$ cat config.mk
export PLATFORM = sky130hd
export DESIGN_NAME = stack_with_duplicate_removal
export DESIGN_NICKNAME = d
export VERILOG_FILES = /design/src/rtl/core/swdr_pkg.sv /design/src/rtl/core/swdr_ram.sv /design/src/rtl/core/swdr_ctrl.sv /design/src/rtl/core/stack_with_duplicate_removal.sv
export SDC_FILE = /design/constraint.sdc
export NUM_CORES = 1
export LEC_CHECK = 0
export ABC_CLOCK_PERIOD_IN_PS = 5300
export BUFFER_PORTS_ARGS = -buffer_cell sky130_fd_sc_hd__clkbuf_2
export CELL_PAD_IN_SITES_DETAIL_PLACEMENT = 1
export CELL_PAD_IN_SITES_GLOBAL_PLACEMENT = 1
export CORE_MARGIN = 4
export CORE_UTILIZATION = 55
export CTS_BUF_LIST = sky130_fd_sc_hd__clkbuf_2 sky130_fd_sc_hd__clkbuf_4 sky130_fd_sc_hd__clkbuf_8
export DETAILED_ROUTE_END_ITERATION = 7
export GPL_ROUTABILITY_DRIVEN = 0
export HOLD_SLACK_MARGIN = 0.15
export PLACE_DENSITY = 0.8
export SLEW_MARGIN = 0
export SYNTH_ARGS = -nofsm -noshare
export SYNTH_HDL_FRONTEND = slang
export SYNTH_SLANG_ARGS = --single-unit
$ cat constraint.sdc
create_clock -name clk -period 5.3 [get_ports clk]
set_clock_uncertainty 0.2 [all_clocks]
set_input_delay 1.06 -clock clk [delete_from_list [all_inputs] [get_ports clk]]
set_output_delay 1.06 -clock clk [all_outputs]
set_load 0.02 [all_outputs]
$ cat src/rtl/core/swdr_pkg.sv
// shared types and constants for the stack with duplicate removal
package swdr_pkg;

	localparam int DATA_W      = 32;
	localparam int MAX_RESULTS = 32;

	// request codes
	typedef enum logic [1:0] {
		OP_PUSH  = 2'd0,
		OP_POP   = 2'd1,
		OP_DEDUP = 2'd2
	} op_t;

	// result kinds
	typedef enum logic [2:0] {
		KIND_POP     = 3'd0,
		KIND_EMPTY   = 3'd1,
		KIND_REMOVED = 3'd2,
		KIND_DONE    = 3'd3,
		KIND_FULL    = 3'd4
	} kind_t;

	// controller states
	typedef enum logic [3:0] {
		ST_IDLE,
		ST_POP_OUT,
		ST_DD_I,
		ST_DD_IV,
		ST_DD_J,
		ST_DD_JC,
		ST_CP_RD,
		ST_CP_WR,
		ST_CP_END
	} state_t;

	// one result handed from the controller to the output register
	typedef struct packed {
		logic              vld;
		kind_t             kind;
		logic [DATA_W-1:0] data;
		logic              last;
	} res_t;

endpackage

$ cat src/rtl/core/swdr_ram.sv
// generic single-write, single-read synchronous ram with registered read
module swdr_ram #(
	parameter int WIDTH = 32,
	parameter int DEPTH = 32
) (
	input  logic                     clk,
	input  logic                     we,
	input  logic [$clog2(DEPTH)-1:0] waddr,
	input  logic [WIDTH-1:0]         wdata,
	input  logic                     re,
	input  logic [$clog2(DEPTH)-1:0] raddr,
	output logic [WIDTH-1:0]         rdata
);

	logic [WIDTH-1:0] mem_q [DEPTH];

	// write port
	always_ff @(posedge clk) begin
		if (we) begin
			mem_q[waddr] <= wdata;
		end
	end

	// registered read, holds when not enabled
	always_ff @(posedge clk) begin
		if (re) begin
			rdata <= mem_q[raddr];
		end
	end

endmodule

$ cat src/rtl/core/swdr_ctrl.sv
// request sequencer: push, pop, duplicate scan and compaction over the entry ram
module swdr_ctrl #(
	parameter int STACK_DEPTH = 32
) (
	input  logic                                clk,
	input  logic                                arst_n,
	input  logic                                in_valid,
	output logic                                in_ready,
	input  logic [1:0]                          in_op,
	input  logic [swdr_pkg::DATA_W-1:0]         in_value,
	input  logic                                out_free,
	output swdr_pkg::res_t                      res,
	output logic                                mem_we,
	output logic [$clog2(STACK_DEPTH)-1:0]      mem_waddr,
	output logic [swdr_pkg::DATA_W-1:0]         mem_wdata,
	output logic                                mem_re,
	output logic [$clog2(STACK_DEPTH)-1:0]      mem_raddr,
	input  logic [swdr_pkg::DATA_W-1:0]         mem_rdata
);

	localparam int AW = $clog2(STACK_DEPTH);
	localparam int CW = $clog2(STACK_DEPTH + 1);

	swdr_pkg::state_t state_q, state_d;
	swdr_pkg::op_t    op;

	logic [CW-1:0]                  count_q;
	logic [AW-1:0]                  i_q;
	logic [AW-1:0]                  j_q;
	logic [CW-1:0]                  k_q;
	logic [CW-1:0]                  wp_q;
	logic [CW-1:0]                  n_q;
	logic [swdr_pkg::DATA_W-1:0]    v_q;
	logic [STACK_DEPTH-1:0]         rm_q;

	logic acc;
	logic full;
	logic empty;
	logic hit;
	logic hit_stall;
	logic can_report;

	assign op         = swdr_pkg::op_t'(in_op);
	assign in_ready   = (state_q == swdr_pkg::ST_IDLE) && out_free;
	assign acc        = in_valid && in_ready;
	assign full       = (count_q == CW'(STACK_DEPTH));
	assign empty      = (count_q == '0);
	assign hit        = (mem_rdata == v_q);
	assign hit_stall  = hit && !out_free;
	assign can_report = (32'(n_q) < 32'(swdr_pkg::MAX_RESULTS - 1));

	// state register
	always_ff @(posedge clk or negedge arst_n) begin
		if (!arst_n) begin
			state_q <= swdr_pkg::ST_IDLE;
		end else begin
			state_q <= state_d;
		end
	end

	// next state, memory accesses and results
	always_comb begin
		state_d   = state_q;
		res       = '0;
		mem_we    = 1'b0;
		mem_waddr = '0;
		mem_wdata = '0;
		mem_re    = 1'b0;
		mem_raddr = '0;
		case (state_q)
			swdr_pkg::ST_IDLE: begin
				if (acc) begin
					case (op)
						swdr_pkg::OP_PUSH: begin
							if (full) begin
								res.vld  = 1'b1;
								res.kind = swdr_pkg::KIND_FULL;
								res.last = 1'b1;
							end else begin
								mem_we    = 1'b1;
								mem_waddr = count_q[AW-1:0];
								mem_wdata = in_value;
							end
						end
						swdr_pkg::OP_POP: begin
							if (empty) begin
								res.vld  = 1'b1;
								res.kind = swdr_pkg::KIND_EMPTY;
								res.last = 1'b1;
							end else begin
								mem_re    = 1'b1;
								mem_raddr = AW'(count_q - CW'(1));
								state_d   = swdr_pkg::ST_POP_OUT;
							end
						end
						swdr_pkg::OP_DEDUP: begin
							if (count_q < CW'(2)) begin
								res.vld  = 1'b1;
								res.kind = swdr_pkg::KIND_DONE;
								res.last = 1'b1;
							end else begin
								state_d = swdr_pkg::ST_DD_I;
							end
						end
						default: begin
						end
					endcase
				end
			end
			swdr_pkg::ST_POP_OUT: begin
				res.vld  = 1'b1;
				res.kind = swdr_pkg::KIND_POP;
				res.data = mem_rdata;
				res.last = 1'b1;
				state_d  = swdr_pkg::ST_IDLE;
			end
			swdr_pkg::ST_DD_I: begin
				if (i_q == '0) begin
					state_d = swdr_pkg::ST_CP_RD;
				end else if (!rm_q[i_q]) begin
					mem_re    = 1'b1;
					mem_raddr = i_q;
					state_d   = swdr_pkg::ST_DD_IV;
				end
			end
			swdr_pkg::ST_DD_IV: begin
				state_d = swdr_pkg::ST_DD_J;
			end
			swdr_pkg::ST_DD_J: begin
				if (rm_q[j_q]) begin
					if (j_q == '0) begin
						state_d = swdr_pkg::ST_DD_I;
					end
				end else begin
					mem_re    = 1'b1;
					mem_raddr = j_q;
					state_d   = swdr_pkg::ST_DD_JC;
				end
			end
			swdr_pkg::ST_DD_JC: begin
				if (!hit_stall) begin
					if (hit && can_report) begin
						res.vld  = 1'b1;
						res.kind = swdr_pkg::KIND_REMOVED;
						res.data = mem_rdata;
					end
					state_d = (j_q == '0) ? swdr_pkg::ST_DD_I : swdr_pkg::ST_DD_J;
				end
			end
			swdr_pkg::ST_CP_RD: begin
				if (k_q == count_q) begin
					state_d = swdr_pkg::ST_CP_END;
				end else if (!rm_q[k_q[AW-1:0]]) begin
					mem_re    = 1'b1;
					mem_raddr = k_q[AW-1:0];
					state_d   = swdr_pkg::ST_CP_WR;
				end
			end
			swdr_pkg::ST_CP_WR: begin
				mem_we    = 1'b1;
				mem_waddr = wp_q[AW-1:0];
				mem_wdata = mem_rdata;
				state_d   = swdr_pkg::ST_CP_RD;
			end
			swdr_pkg::ST_CP_END: begin
				if (out_free) begin
					res.vld  = 1'b1;
					res.kind = swdr_pkg::KIND_DONE;
					res.last = 1'b1;
					state_d  = swdr_pkg::ST_IDLE;
				end
			end
			default: begin
				state_d = swdr_pkg::ST_IDLE;
			end
		endcase
	end

	// fill count
	always_ff @(posedge clk or negedge arst_n) begin
		if (!arst_n) begin
			count_q <= '0;
		end else begin
			case (state_q)
				swdr_pkg::ST_IDLE: begin
					if (acc && op == swdr_pkg::OP_PUSH && !full) begin
						count_q <= count_q + CW'(1);
					end else if (acc && op == swdr_pkg::OP_POP && !empty) begin
						count_q <= count_q - CW'(1);
					end
				end
				swdr_pkg::ST_CP_END: begin
					if (out_free) begin
						count_q <= wp_q;
					end
				end
				default: begin
				end
			endcase
		end
	end

	// scan and compaction indexes, removal flags, report count and the value under comparison
	always_ff @(posedge clk) begin
		case (state_q)
			swdr_pkg::ST_IDLE: begin
				if (acc && op == swdr_pkg::OP_DEDUP) begin
					i_q  <= AW'(count_q - CW'(1));
					rm_q <= '0;
					n_q  <= '0;
					k_q  <= '0;
					wp_q <= '0;
				end
			end
			swdr_pkg::ST_DD_I: begin
				if (i_q != '0 && rm_q[i_q]) begin
					i_q <= i_q - AW'(1);
				end
			end
			swdr_pkg::ST_DD_IV: begin
				v_q <= mem_rdata;
				j_q <= i_q - AW'(1);
			end
			swdr_pkg::ST_DD_J: begin
				if (rm_q[j_q]) begin
					if (j_q == '0) begin
						i_q <= i_q - AW'(1);
					end else begin
						j_q <= j_q - AW'(1);
					end
				end
			end
			swdr_pkg::ST_DD_JC: begin
				if (!hit_stall) begin
					if (hit) begin
						rm_q[j_q] <= 1'b1;
						if (can_report) begin
							n_q <= n_q + CW'(1);
						end
					end
					if (j_q == '0) begin
						i_q <= i_q - AW'(1);
					end else begin
						j_q <= j_q - AW'(1);
					end
				end
			end
			swdr_pkg::ST_CP_RD: begin
				if (k_q != count_q && rm_q[k_q[AW-1:0]]) begin
					k_q <= k_q + CW'(1);
				end
			end
			swdr_pkg::ST_CP_WR: begin
				k_q  <= k_q + CW'(1);
				wp_q <= wp_q + CW'(1);
			end
			default: begin
			end
		endcase
	end

endmodule

$ cat src/rtl/core/stack_with_duplicate_removal.sv
// Bounded stack of signed 32-bit values with push, pop and duplicate removal.
// Requests arrive on s_* (tuser = operation, tdata = value); results leave on
// m_* through one output register (tuser = kind, tdata = data, tlast = last).
// The entries live in one ram with one write port and one registered read
// port, so a pop reads the top entry and reports it from the POP_OUT state.
// A push writes the ram, and an error result is issued, in the cycle that
// accepts the request. Duplicate removal walks the stored entries from the top
// down, reads each kept entry and compares it with every kept entry below it,
// marking lower copies as removed; then it compacts the ram by copying each
// kept entry down, and closes with the done marker, which waits for a free
// output register; it also waits whenever a match finds that register full.
// One request is worked on at a time.
module stack_with_duplicate_removal #(
	parameter int STACK_DEPTH = 32
) (
	input  logic        clk,
	input  logic        arst_n,
	input  logic        s_tvalid,
	output logic        s_tready,
	input  logic [31:0] s_tdata,   // [31:0] value
	input  logic [1:0]  s_tuser,   // [1:0] operation
	output logic        m_tvalid,
	input  logic        m_tready,
	output logic [31:0] m_tdata,   // [31:0] data
	output logic [2:0]  m_tuser,   // [2:0] kind
	output logic        m_tlast
);

	localparam int AW = $clog2(STACK_DEPTH);

	swdr_pkg::res_t                res;
	logic                          out_free;
	logic                          mem_we;
	logic [AW-1:0]                 mem_waddr;
	logic [swdr_pkg::DATA_W-1:0]   mem_wdata;
	logic                          mem_re;
	logic [AW-1:0]                 mem_raddr;
	logic [swdr_pkg::DATA_W-1:0]   mem_rdata;

	logic                          m_valid_q;
	logic [swdr_pkg::DATA_W-1:0]   m_data_q;
	logic [2:0]                    m_kind_q;
	logic                          m_last_q;

	assign out_free = !m_valid_q || m_tready;

	// request sequencer
	swdr_ctrl #(
		.STACK_DEPTH(STACK_DEPTH)
	) u_ctrl (
		.clk      (clk),
		.arst_n   (arst_n),
		.in_valid (s_tvalid),
		.in_ready (s_tready),
		.in_op    (s_tuser),
		.in_value (s_tdata),
		.out_free (out_free),
		.res      (res),
		.mem_we   (mem_we),
		.mem_waddr(mem_waddr),
		.mem_wdata(mem_wdata),
		.mem_re   (mem_re),
		.mem_raddr(mem_raddr),
		.mem_rdata(mem_rdata)
	);

	// stack entry storage
	swdr_ram #(
		.WIDTH(swdr_pkg::DATA_W),
		.DEPTH(STACK_DEPTH)
	) u_ram (
		.clk  (clk),
		.we   (mem_we),
		.waddr(mem_waddr),
		.wdata(mem_wdata),
		.re   (mem_re),
		.raddr(mem_raddr),
		.rdata(mem_rdata)
	);

	// output register valid
	always_ff @(posedge clk or negedge arst_n) begin
		if (!arst_n) begin
			m_valid_q <= 1'b0;
		end else if (res.vld) begin
			m_valid_q <= 1'b1;
		end else if (m_tready) begin
			m_valid_q <= 1'b0;
		end
	end

	// output register payload
	always_ff @(posedge clk) begin
		if (res.vld) begin
			m_data_q <= res.data;
			m_kind_q <= res.kind;
			m_last_q <= res.last;
		end
	end

	assign m_tvalid = m_valid_q;
	assign m_tdata  = m_data_q;
	assign m_tuser  = m_kind_q;
	assign m_tlast  = m_last_q;

endmodule

After elaboration in Yosys (flattened, before gate mapping) --
Memory sizes are Yosys's and may differ from the RTL's. A register that Yosys moved wholly into a read port is not among the register bits. Index checks and enable logic that the tools add are counted.
Word-level totals: bits of input ports 38, bits in registers 139, memory bits (read-only) 0, word-level logic and storage cells 195, output and inout bits 38, latch bits 0, memories 1, memory bits (writable) 1024
Operators by class: bitwise operators 1, multipliers 0, $lt $le $gt $ge 6, div/mod/pow operators 0, multiplexer cells 99, shifts and indexed selects 0, $add $sub $neg 7, reductions and logical operators 38, equal/unequal tests 30
Memory list:
- u_ram.mem_q | words 32, bits a word 32, rd ports 1, clocked after memory_dff 1, wr ports 1, RTL line swdr_ram.sv:15 | logic [WIDTH-1:0] mem_q [DEPTH];
Operators with widths (number):
- $mux W32 | 6
- $pmux W32 S2 | 3
- $mux W5 | 19
- $mux W36 | 2
- $mux W4 | 16
- $mux W6 | 8
- $pmux W5 S4 | 2
- $pmux W6 S2 | 3
- $eq A32 B32 Y1 | 1
- $or A32 B32 Y32 | 1
- $pmux W4 S8 | 1
- $add A6 B1 Y6 const B | 4
- $mux W1 | 24
- $lt A5 B6 Y1 const B | 3
- $pmux W6 S3 | 1
- $eq A4 B3 Y1 const B | 4
- $pmux W4 S4 | 1
- $bmux W1 S5 | 3
- $ne A3 B3 Y1 const B | 5
- $pmux W5 S3 | 1
- $ne A2 B1 Y1 const B | 7
- $logic_and A1 B1 Y1 | 12
- $pmux W4 S3 | 1
- $logic_not A5 Y1 | 2
- 36 further kinds | 51

Depth between registers and ports, before layout --
depth in word-level cells 9, depth in mapped cells 17, mapped depth without buffers 11

Hierarchy --
From an unflattened synthesis, not the netlist that was laid out.
Unflattened totals: cells, all modules 2947, area, all modules 48858.1 um^2
Modules (own cells, without submodules):
- swdr_ram | times used 1, cells each 2260, area each 40812.9 um^2
- swdr_ctrl | times used 1, cells each 648, area each 6916.6 um^2
- stack_with_duplicate_removal | times used 1, cells each 39, area each 1128.6 um^2

Least setup slack after synthesis --
No wires, ideal clock.
path kind in2reg, start point in m_tready, end point mem u_ram.mem_q[9][0], enable pin, cell stages on the path 7, required time 4.679 ns, path slack 0.927 ns, data arrival time 3.752 ns, setup time 0.421 ns, path buffers 1, cell sequence nand2b_1 -> and3_1 -> nand2_1 -> nor2_1 -> clkbuf_1 -> a41oi_1 -> nor2_1
On the way: word-level cells in the longest chain between the ends 7, elaborated cells between the ends (all ways) 9, those cells by class 6 x mux; 3 x reduce/logical
RTL lines:
- start: declaration | RTL line stack_with_duplicate_removal.sv:23 | input logic m_tready,
- $logic_or A1 B1 Y1 (*) | RTL line stack_with_duplicate_removal.sv:45 | assign out_free = !m_valid_q || m_tready;
- $logic_and A1 B1 Y1 (*) | RTL line swdr_ctrl.sv:44 | assign in_ready = (state_q == swdr_pkg::ST_IDLE) && out_free;
- $logic_and A1 B1 Y1 (*) | RTL line swdr_ctrl.sv:45 | assign acc = in_valid && in_ready;
- $mux W1 | RTL line swdr_ctrl.sv:72 | if (acc) begin
- $pmux W1 S2 | RTL line swdr_ctrl.sv:70 | case (state_q)
- $mux W1 | RTL line swdr_ram.sv:19 | if (we) begin
- $mux W1 (implied by the code) | RTL line swdr_ram.sv:20 | mem_q[waddr] <= wdata;
- end: declaration | RTL line swdr_ram.sv:15
Mark *: on every way between the ends. The rest lies on a longest branch, timed or not.

Final worst setup path --
start point reg u_ctrl.k_q[1], end point reg u_ram.rdata[24], read port of u_ram.mem_q, data pin
On the way: word-level cells in the longest chain between the ends 5, elaborated cells between the ends (all ways) 9, those cells by class 1 x eq/ne; 8 x mux
RTL lines:
- start: declaration | RTL line swdr_ctrl.sv:30 | logic [CW-1:0] k_q;
- start signal: assignment | RTL line swdr_ctrl.sv:250 | k_q <= k_q + CW'(1);
- start signal: assignment | RTL line swdr_ctrl.sv:254 | k_q <= k_q + CW'(1);
- $bmux W1 S5 | RTL line swdr_ctrl.sv:153 | end else if (!rm_q[k_q[AW-1:0]]) begin
- $mux W1 (implied by the code) | RTL line swdr_ctrl.sv:153
- $mux W5 / $mux W1 (equally long branches) | RTL line swdr_ctrl.sv:153
- $mux W5 / $mux W1 (equally long branches) | RTL line swdr_ctrl.sv:151 | if (k_q == count_q) begin
- $pmux W5 S4 / $pmux W1 S4 (equally long branches) | RTL line swdr_ctrl.sv:70
- end: declaration | RTL line swdr_ram.sv:12 | output logic [WIDTH-1:0] rdata
Parallel ways exist; a longest one is shown, timed or not. The select of a mux whose other input is x is not followed. A chain may end at the register's enable or synchronous reset.

==> results.toml <==
[routing]
drc_violations_left = 0
vias_per_cell = 6.66
drt-total-wl_mm = 165
drt_pass1_iterations = 6
routedWlPerCell_um = 31.7
detailroute.via_count = 34600
antenna_left = 0
drtIter0Drc = 4711

[clocking]
cts-root-buf = "sky130_fd_sc_hd__clkbuf_8"
clock_tree.htree_level_count = 4
cts.repair_timing.setup_buffer_count = 0
cts_inserted_buffers = 190
clockBufferDepth = 3
worst_skew_pair.late_latency_ns = 0.88
tritoncts = "built"
number_of_sinks_on_the_clock_net = 1195
path_clk_slew_ns = 0.07

[synthesis]
most_common_cell_in_the_netlist = "sky130_fd_sc_hd__edfxtp_1"
sequential_area_share_after_synthesis = 0.731
synth_async_sr_flop_share = 0.00921
post_synth_inst_count = 3674
synthesis.nets = 3727
postSynthRegisterBits = 1195
yosys_warnings = 0
yosysTopAreaCellShare = 0.726
avgSynthCellArea_sq_um = 13.3
ys_top_cells_by_count = "sky130_fd_sc_hd__edfxtp_1, sky130_fd_sc_hd__nand2_1, sky130_fd_sc_hd__nand3_1"
synthDistinctLibCells = 69
yosys.area.top_type = "sky130_fd_sc_hd__edfxtp_1"
number_of_enable_flip_flop_cells_after_synthesis = 1184
synth.cell_area_sq_um = 49000
dominant_synthesized_flop_cell = "sky130_fd_sc_hd__edfxtp_1"
post_synth_main_area_contributors = "sky130_fd_sc_hd__edfxtp_1, sky130_fd_sc_hd__nand2_1, sky130_fd_sc_hd__nand3_1, sky130_fd_sc_hd__a21oi_1, sky130_fd_sc_hd__mux2i_1"

[pwr]
powerDensity_nw_per_um2 = 589
report.power.total_uw = 32700
cellLeakagePower_uw = 0.0191
power.ir.vdd_worst_mv = 0.836

[hold_path]
hold_path.class = "register to register"
worstHoldPathCells = 0
worstHoldStart = "u_ram.rdata[12]"

[floorplan]
die_x_um = 306
floorplan.io_pins = 76
rows = 109
core-area_sq_um = 88400
floorplan.die_area_sq_um = 93900
floorplan.initialDensity = 0.554
die_y_um = 306

[timing]
fin_ws_ns = 0.136
grt_setup_unrepaired = "no"
post-route-period-util = 0.974
timing_hold_violations_final = 0
clock.fmax_mhz = 194
max_slew_margin = 0.130
fin_setup_tns_ns = 0
tightest_slew_ns = 1.30
fin_crit_ns = 5.16
finalMaxSlewViolations = 0
setup_viol_count_final = 0

[place]
place.port_buffers = 75
preCtsSetupSlack_ns = 0.0664
dp_hpwl_mm = 96.0

[global_routing]
first_pass_grt_wire_length_mm = 239
grt_util_met3 = 0.0891
antenna_found_initial = 1
via_count_of_the_first_global_routing_pass = 36200
groute.layer.met2.usage = 0.563
grt-ovfl-total = 0
grt_use_total = 0.348
met1_usage = 0.449
grt_start_max_net_pins = 91
gr-max-usage-layer = "met2"

[layout]
design.final.nets = 3933
post_layout_utilization_of_the_core = 0.628
area_delta_synth_final_pct = 13.3
drive_above_1_share = 0.155

[status]
run_status = "finished clean"

[worst_setup_path]
crit_path_start = "u_ctrl.k_q[1]"
endpoint_kind = "register"
criticalPathCategory = "register to register"
critical_path_peak_fanout = 49
cp_data_required_time_ns = 5.65
worst_r2r_path_depth = 11
setup.worst_path.start_class = "register"
worstPathArrival_ns = 5.52
worst_r2r_startpoint = "u_ctrl.k_q[1]"

[flow_run]
max_cap_viol_count = 0
stage by stage:
stage	instances	hold WS, ns	area (sq um)
floorplan	3674	0.285	49000
global placement	4852	0.363	51900
detailed placement	4852	0.344	51900
CTS	5193	0.355	55500
global route	5194	0.415	55500
finish	5194	0.388	55500
cells in the final DEF, fill, tap and decap left out, drive strengths merged, types with 17 or more instances in the layout:
cell,n
a211oi,34
nand4,64
and2,39
inv,22
xnor2,20
a22o,36
nand2b,17
a2111oi,63
a31oi,107
clkbuf,329
nor2,123
nand2,947
clkinv,74
xor2,40
mux2i,67
nor2b,41
edfxtp,1184
nor4,20
buf,172
nand3,226
a221oi,35
and3,41
nor3,26
mux2,21
a21oi,151
o22ai,19
cells by family (layout without fill, tap and decap cells):
group                      after synthesis  in the layout  share of synthesized area
DFF                                   1195           1195                      0.731
muxes                                   94             94                     0.0213
buffers and inverters                  249            603                     0.0220
other                                    0              1                          0
xor gates and xnor gates                60             60                     0.0107
and+or+nand+nor                       1563           1563                      0.139
adders and majority gates               15             15                    0.00383
AOI/OAI and AO/OA                      498            498                     0.0713
routing by layer:
layer	part of all wire	routed length (um)
met5	0	0
met4	0.047	7690
met3	0.11	18700
met2	0.48	78400
met1	0.36	60100
area by class of cell:
class,instances,area [sq um]
well taps,1165,1460
clock buffers,254,3120
flip-flops and latches,1195,35800
multi-input cells,2230,12400
fillers,8425,32900
repair buffers,248,2140
inverters,15,56.3
diodes,1,2.50
clock inverters,86,467
where the power goes:
group / switching (uW) / internal [uW]
registers: 696 / 11400
logic: 8860 / 4020
clock network: 3770 / 3880
worst max-delay path: stages, from the launching register on:
cell	delay, ns
sky130_fd_sc_hd__edfxtp_1	0.77
sky130_fd_sc_hd__mux2_2	0.28
sky130_fd_sc_hd__o22ai_1	0.09
sky130_fd_sc_hd__nor4_1	0.72
sky130_fd_sc_hd__nor4_4	0.20
sky130_fd_sc_hd__a2111o_2	0.72
sky130_fd_sc_hd__buf_12	0.28
sky130_fd_sc_hd__and2_0	0.20
sky130_fd_sc_hd__a211oi_1	0.24
sky130_fd_sc_hd__a31oi_1	0.09
sky130_fd_sc_hd__a2111oi_0	0.80
sky130_fd_sc_hd__a221oi_1	0.22
repair_timing:
item | in CTS | in global routing
endpoints found under the hold margin | 11 | 0
gates resized for setup | 0 | 4
hold buffers | 1 | 0
endpoints found under the setup margin | 0 | 3
worst paths after layout:
| path | end | slack [ns] |
|---|---|---|
| setup / recovery | u_ram.rdata[24] | 0.14 |
| hold / removal | u_ctrl.v_q[12] | 0.39 |
| setup reg to reg | u_ram.rdata[24] | 0.14 |
| hold reg to reg | u_ctrl.v_q[12] | 0.39 |
| max in group asynchronous | u_ctrl.state_q[0] | 4.21 |
| min in group asynchronous | u_ctrl.count_q[2] | 0.43 |
sequential cells by signal, indices dropped and copies added (netlist names), 3 cells and up:
name / flops
u_ctrl.n_q: 6
u_ctrl.k_q: 6
u_ctrl.i_q: 5
u_ctrl.j_q: 5
u_ram.mem_q: 1024
m_tuser: 3
m_tdata: 32
u_ctrl.count_q: 6
u_ctrl.state_q: 4
u_ram.rdata: 32
u_ctrl.wp_q: 6
u_ctrl.v_q: 32
u_ctrl.rm_q: 32
Power figures use the tool's default switching activity.
